--- config.mk ---
export PLATFORM = sky130hd
export DESIGN_NAME = cfmaf_front
export DESIGN_NICKNAME = d
export VERILOG_FILES = /design/src/rtl/core/cfmaf_pkg.sv /design/src/rtl/core/cfmaf_front.sv
export SDC_FILE = /design/constraint.sdc
export NUM_CORES = 1
export LEC_CHECK = 0
export BUFFER_PORTS_ARGS = -buffer_cell sky130_fd_sc_hd__buf_2
export CAP_MARGIN = 20
export CORE_ASPECT_RATIO = 0.9
export CORE_MARGIN = 3
export CORE_UTILIZATION = 30
export CTS_CLUSTER_DIAMETER = 30
export DETAILED_ROUTE_END_ITERATION = 16
export HOLD_SLACK_MARGIN = 0.08
export PLACE_DENSITY = 0.59
export SLEW_MARGIN = 20
export SYNTH_ARGS = -nofsm -noshare
export SYNTH_HDL_FRONTEND = slang
export SYNTH_SLANG_ARGS = --single-unit
--- constraint.sdc ---
create_clock -name clk_i -period 16.6 [get_ports clk_i]
set_clock_uncertainty 0.2 [all_clocks]
set_input_delay 2.49 -clock clk_i [delete_from_list [all_inputs] [get_ports clk_i]]
set_output_delay 2.49 -clock clk_i [all_outputs]
set_load 0.03 [all_outputs]
--- src/rtl/core/cfmaf_pkg.sv ---
// ----------------------------------------------------------------------------
// cfmaf_pkg
// Types, codes and sizes shared by the first-match CIDR access filter.
// ----------------------------------------------------------------------------
package cfmaf_pkg;

  localparam int unsigned V4RulesDefault = 16;
  localparam int unsigned V6RulesDefault = 16;

  localparam logic [1:0] MODE_APPEND = 2'd0;
  localparam logic [1:0] MODE_CLEAR  = 2'd1;
  localparam logic [1:0] MODE_LOOKUP = 2'd2;
  localparam logic [1:0] MODE_IGNORE = 2'd3;

  localparam logic [1:0] FAM_V4    = 2'd0;
  localparam logic [1:0] FAM_V6    = 2'd1;
  localparam logic [1:0] FAM_LOCAL = 2'd2;
  localparam logic [1:0] FAM_ALL   = 2'd3;

  localparam logic [1:0] VERDICT_DECLINED = 2'd0;
  localparam logic [1:0] VERDICT_ALLOWED  = 2'd1;
  localparam logic [1:0] VERDICT_FORBID   = 2'd2;

  localparam logic STATUS_OK      = 1'b0;
  localparam logic STATUS_DROPPED = 1'b1;

  typedef enum logic [1:0] {
    OP_NOP,
    OP_APPEND,
    OP_CLEAR,
    OP_LOOKUP
  } op_e;

  typedef enum logic {
    ST_IDLE,
    ST_WALK
  } state_e;

  typedef struct packed {
    logic [1:0]  mode;
    logic [1:0]  family;
    logic [63:0] addr_hi;
    logic [63:0] addr_lo;
    logic [63:0] mask_hi;
    logic [63:0] mask_lo;
    logic        deny;
  } in_item_t;

  typedef struct packed {
    logic [1:0] verdict;
    logic [3:0] matched_index;
    logic       status;
  } out_item_t;

  // Classified command passed from front to back. For appends the address
  // is already masked.
  typedef struct packed {
    op_e         op;
    logic [1:0]  family;
    logic [63:0] addr_hi;
    logic [63:0] addr_lo;
    logic [63:0] mask_hi;
    logic [63:0] mask_lo;
    logic        deny;
    logic        mapped;
  } cmd_t;

  function automatic logic [1:0] verdict_of(input logic deny);
    return deny ? VERDICT_FORBID : VERDICT_ALLOWED;
  endfunction

endpackage

--- src/rtl/core/cfmaf_front.sv ---
// ----------------------------------------------------------------------------
// cfmaf_front
// Accepts input words, classifies them into commands and queues them in a
// two-entry queue for the back end.
// ----------------------------------------------------------------------------
module cfmaf_front (
  input  logic                 clk_i,
  input  logic                 rst_ni,
  input  logic                 in_valid_i,
  output logic                 in_stall_o,
  input  cfmaf_pkg::in_item_t  in_data_i,
  output logic                 cmd_valid_o,
  input  logic                 cmd_pop_i,
  output cfmaf_pkg::cmd_t      cmd_o
);
  import cfmaf_pkg::*;

  cmd_t       slot_q [2];
  logic       wr_ptr_q, wr_ptr_d;
  logic       rd_ptr_q, rd_ptr_d;
  logic [1:0] fill_q, fill_d;
  cmd_t       cls;
  logic       push;
  logic       all_fam;

  always_comb begin
    all_fam    = (in_data_i.family == FAM_ALL);
    cls        = '0;
    cls.family = in_data_i.family;
    cls.deny   = in_data_i.deny;
    case (in_data_i.mode)
      MODE_APPEND: begin
        cls.op = OP_APPEND;
        if (!all_fam) begin
          cls.mask_hi = in_data_i.mask_hi;
          cls.mask_lo = in_data_i.mask_lo;
          cls.addr_hi = in_data_i.addr_hi & in_data_i.mask_hi;
          cls.addr_lo = in_data_i.addr_lo & in_data_i.mask_lo;
        end
      end
      MODE_CLEAR: begin
        cls.op = OP_CLEAR;
      end
      MODE_LOOKUP: begin
        cls.op      = OP_LOOKUP;
        cls.addr_hi = in_data_i.addr_hi;
        cls.addr_lo = in_data_i.addr_lo;
        cls.mapped  = (in_data_i.addr_hi == 64'd0) &&
                      (in_data_i.addr_lo[63:32] == 32'h0000_FFFF);
      end
      default: begin
        cls.op = OP_NOP;
      end
    endcase
  end

  assign in_stall_o  = (fill_q == 2'd2);
  assign push        = in_valid_i && !in_stall_o;
  assign cmd_valid_o = (fill_q != 2'd0);
  assign cmd_o       = slot_q[rd_ptr_q];

  always_comb begin
    wr_ptr_d = push ? !wr_ptr_q : wr_ptr_q;
    rd_ptr_d = cmd_pop_i ? !rd_ptr_q : rd_ptr_q;
    fill_d   = fill_q + {1'b0, push} - {1'b0, cmd_pop_i};
  end

  always_ff @(posedge clk_i or negedge rst_ni) begin
    if (!rst_ni) begin
      wr_ptr_q <= 1'b0;
      rd_ptr_q <= 1'b0;
      fill_q   <= 2'd0;
    end else begin
      wr_ptr_q <= wr_ptr_d;
      rd_ptr_q <= rd_ptr_d;
      fill_q   <= fill_d;
    end
  end

  always_ff @(posedge clk_i) begin
    if (push) begin
      slot_q[wr_ptr_q] <= cls;
    end
  end

`ifndef ASSERT_OFF
  a_fill_bound: assert property (@(posedge clk_i) disable iff (!rst_ni)
    fill_q <= 2'd2) else $error("queue overfilled");
  a_no_pop_empty: assert property (@(posedge clk_i) disable iff (!rst_ni)
    cmd_pop_i |-> fill_q != 2'd0) else $error("pop from empty queue");
  a_push_grows: assert property (@(posedge clk_i) disable iff (!rst_ni)
    (push && !cmd_pop_i) |=> fill_q == $past(fill_q) + 2'd1)
    else $error("push lost");
`endif

endmodule

## Word level (Yosys, flattened, before mapping)

Memory sizes are Yosys's and may differ from the RTL's.
Cells that the tools add are included.

| word-level totals | value |
|---|---|
| flip-flop bits (word level) | 4 |
| memory bits (writable) | 524 |
| bits of input ports | 265 |
| output and inout port bits | 264 |
| logic and storage cells | 28 |
| memories | 1 |

Memory list:

| memory | depth | width | rd ports | clocked after Yosys merged registers in | wr ports | RTL line | text |
|---|---|---|---|---|---|---|---|
| slot_q | 2 | 262 | 1 | 0 | 1 | cfmaf_front.sv:18 | `cmd_t slot_q [2];` |

| operators by class | value |
|---|---|
| $add $sub $neg | 2 |
| equal/unequal tests | 5 |
| mux-type cells | 7 |
| bitwise operators | 2 |
| reduce and logical (&&, ||, !) cells | 8 |

Operators with widths:

| operator | count |
|---|---|
| 256-bit 2-to-1 mux | 1 |
| 128-bit one-hot mux with 2 select lines | 1 |
| 64-bit bitwise AND | 2 |
| 128-bit 2-to-1 mux | 1 |
| 64-bit logical NOT | 1 |
| 32-bit by 16-bit equality test with 1-bit output, second input constant | 1 |
| 2-bit equality test, second input constant | 3 |
| 2-bit one-hot mux with 3 select lines | 1 |
| 1-bit logical NOT | 3 |
| 1-bit 2-to-1 mux | 3 |
| 2-bit by 1-bit adder with 2-bit output | 1 |
| 2-bit by 1-bit equality test with 1-bit output, second input constant | 1 |
| 1-bit logical AND | 2 |
| 2-bit logical NOT | 1 |
| 2-bit nonzero test | 1 |
| 2-bit by 1-bit subtractor with 2-bit output | 1 |

## Longest topological paths before layout

| logic depth | value |
|---|---|
| depth after elaboration | 5 |
| gate-level depth with buffers | 7 |
| mapped depth without buffers | 7 |

## Worst setup path after synthesis

No wires, ideal clock.

| timing | value |
|---|---|
| path kind | input port to flip-flop |
| start | input port in_valid_i |
| end | memory slot_q[0][0] (netlist bit), enable pin |
| setup time | 890 ps |
| data arrival time | 13,435 ps |
| setup slack | 2,075 ps |
| stages | 2 |
| cells stage by stage | nand2_1 > nor2_1 |

| between the ends | value |
|---|---|
| word-level cells in the longest chain between the ends | 3 |

Ends and longest elaborated chain:

| item | RTL line | text |
|---|---|---|
| from (decl) | cfmaf_front.sv:9 | `input logic in_valid_i,` |
| 1-bit logical AND | cfmaf_front.sv:58 | `assign push = in_valid_i && !in_stall_o;` |
| 1-bit 2-to-1 mux | cfmaf_front.sv:81 | `if (push) begin` |
| 1-bit 2-to-1 mux (not written as such) | cfmaf_front.sv:82 | `slot_q[wr_ptr_q] <= cls;` |
| to (decl) | cfmaf_front.sv:18 |  |

No other way between the ends.

==> summary.md <==
| Metric | Value |
|---|---|
| Run status | finished clean |
| Clock insertion delay at the later pin of the skew report | 640 ps |
| Setup repair after global routing missed its margin | false |
| Post-route fraction of the period consumed by the critical path | 36.1% |
| CP Capture Type | primary output |
| Number of instances in the placed design | 2572 |
| Worst hold path cell count | 1 |
| Fraction of synthesized cell area taken by the top area cell type | 74.4% |
| Utilization after layout | 41.7% |
| Hold path endpoint | fill_q[1] |
| Number of enable-type register cells in the synthesized netlist | 524 |
| CTS root buffer | clkbuf_16 |
| Clock Sink Count | 528 |
| Relative slew margins | 30.5% |
| Max VDD drop | 117 µV |
| Number of synthesized register bits | 528 |
| Setup TNS | 0 ps |
| Total global routing track utilization | 15.6% |
| R2R Path Start | fill_q[1] |
| Kind of critical path | reg2out |
| Signal arrival time at the worst endpoint | 3300 ps |
| Share of cells above drive strength 1 | 52.6% |
| Static leakage | 0.0109 µW |
| Post-synthesis to final-layout area growth | 36.2% |
| Largest area contributor in the netlist | edfxtp_1 |
| Worst Path Max Fanout | 119 |
| Fmax | 167 MHz |
| Setup Slack @ Placement | 11140 ps |
| Worst Hold Launch | fill_q[1] |
| Via count of the first global-routing pass | 13800 |
| Initial standard-cell utilization of the core | 30.6% |
| Pin count of the biggest net entering global routing | 165 |
| Number of antenna violations at the first check in global routing | 20 |
| Via density | 4.50 |
| Dominant cell by count in the synthesized netlist | edfxtp_1 |
| Final ANT Viol Nets | 0 |
| Height of the die | 258 µm |
| Vias | 12600 |
| Path class of the lowest-slack min-delay path | reg2reg |
| Critical path required time | 13910 ps |
| Reg2reg setup slack | 13140 ps |
| Wire length of the first global-routing pass | 86400 µm |
| Gate Count Post-Synth | 1157 |
| Max-slew violations | 0 |
| Post-synth top flop | edfxtp_1 |
| TritonCTS clock tree | built |
| Die X-Extent | 286 µm |
| Final count of negative-setup-slack endpoints | 0 |
| Hold buffer count at CTS | 0 |
| Buffers from clock root to sink, at most | 3 |
| Cell types occupying the most area after synthesis | edfxtp_1, mux2_2, o21a_1 |
| Proportion of synthesized chip area in sequential cells | 74.9% |
| Core area | 69100 µm² |
| Nets | 2030 |
| Number of library cell types mapped by synthesis | 27 |
| Crit path setup slack, layout | 10610 ps |
| Crit start category | register |
| Placed wire-length estimate | 39200 µm |
| Gpl congestion | 0.775 |
| Top post-synthesis cells by count | edfxtp_1, mux2_2, and2_1, o21a_1, clkbuf_1 |
| Reg2Reg Depth | 4 |
| Overflow left after global routing | 0 |
| Crit path time final | 5990 ps |
| Ports placed on the boundary | 529 |
| PwrDens | 207 nW/µm² |
| Transition time of the tightest slew-check pin | 1040 ps |
| Final Hold Slack | 303 ps |
| CTS clk-pin slew, worst paths | 50 ps |
| Die Footprint | 73700 µm² |
| Hold Violations, Final | 0 |
| Worst reg2reg path endpoint | slot_q[1][207] |
| I/O Buffers | 528 |
| Post-CTS Setup Repair Bufs | 0 |
| Inserted Clock Buffers | 116 |
| First drt pass iteration count | 5 |
| Number of remaining DRC errors | 0 |
| Fraction of registers with async set or reset after synthesis | 0.758% |
| Total of warnings raised by yosys | 0 |
| Max-cap check violation count | 0 |
| Wire length per cell | 21.1 µm |
| Cell area after technology mapping | 21100 µm² |
| Mapped Avg Cell Area | 18.3 µm² |
| Net Count, Synth | 1426 |
| Routed WL | 59100 µm |
| H-tree lvl count | 3 |
| Cell Rows | 91 |
| Post-route insts no fill | 2804 |
| Gates resized, CTS repair | 0 |
| Starting DRT DRC Count | 692 |
## routing by layer
layer | vias to the layer above | part of all wire (%) | global-route usage, %
met5 | - | 0.078 | 0
met4 | 8 | 3.1 | 6.00
met3 | 115 | 7.3 | 5.15
met2 | 470 | 51 | 27.0
met1 | 6272 | 39 | 17.9
li1 | 5763 | - | -
## stage by stage
step | cell area, µm² | total power (µW)
after CTS | 28700 | 6030
after global placement | 24900 | 3790
final | 28800 | 5950
after global routing | 28800 | 6200
after detailed placement | 24900 | 3810
after floorplan | 21100 | 3330
## sequential cells by signal, summed over array words and instances (netlist names)
register  cells
fill_q        2
rd_ptr_q      1
slot_q      524
wr_ptr_q      1
## worst max-delay path, cell delays in order (launching register included)
cell and delay (ps):
dfrtp_4 920, buf_12 350, buf_16 450, mux2_2 420, buf_2 180
## logic make-up (layout without fill, tap and decap cells)
kind of cell / count (synthesis) / after routing / synth area share [%]
other: 0 / 12 / 0
XOR/XNOR: 4 / 4 / 0.166
AND/OR/NAND/NOR: 169 / 169 / 5.03
multiplexers: 262 / 262 / 14.0
buffers and inverters: 61 / 766 / 1.12
flip-flops: 528 / 528 / 74.9
adder cells (fa/ha/maj): 4 / 4 / 0.237
AO/OA/AOI/OAI: 129 / 129 / 4.58
## report_power, final
group	internal, µW	leakage, µW	switching [µW]	total [µW]
Sequential	1850	0.00501	94.5	1950
Combinational	581	0.00404	1230	1820
Clock	1470	0.00184	711	2190
Total	3910	0.0109	2040	5950
## final cells by class
class | instances | area [µm²]
clock buffer | 144 | 3040
multi-input combinational | 568 | 5100
tap | 930 | 1160
inverter | 4 | 15.0
timing repair buffer | 543 | 2800
clock inverter | 75 | 798
sequential | 528 | 15800
fill | 6368 | 40300
antenna | 12 | 30.0
## placed cells by master (no fill, tap or decap), types with 2 or more instances in the layout
cell type	n
diode_2	12
and2_1	128
o21a_1	128
nand2_1	2
nand4_1	6
clkinv_2	15
or4_1	3
inv_16	2
buf_2	528
edfxtp_1	524
bufinv_16	12
nor3_1	2
xnor2_1	3
clkinv_16	3
clkinv_4	4
clkbuf_16	116
buf_12	2
clkinv_1	28
mux2_2	262
clkinvlp_4	9
ha_1	3
buf_4	12
clkbuf_1	25
nor4_1	15
dfrtp_1	3
clkbuf_8	3
nor2_1	2
or2_2	2
inv_1	4
## worst max path at each step
| stage | start | endpoint | slack, ps | depth (start not counted) |
|---|---|---|---|---|
| global placement | in_valid_i | slot_q[1][222] | 11160 | 4 |
| finish | rd_ptr_q | cmd_o[173] | 10610 | 4 |
| global route | rd_ptr_q | cmd_o[1] | 10440 | 4 |
| detailed placement | in_valid_i | slot_q[1][222] | 11140 | 4 |
| CTS | rd_ptr_q | cmd_o[25] | 10600 | 3 |
| floorplan | in_valid_i | slot_q[0][0] | 2080 | 2 |
No activity file was read; power rests on OpenSTA's default activity.
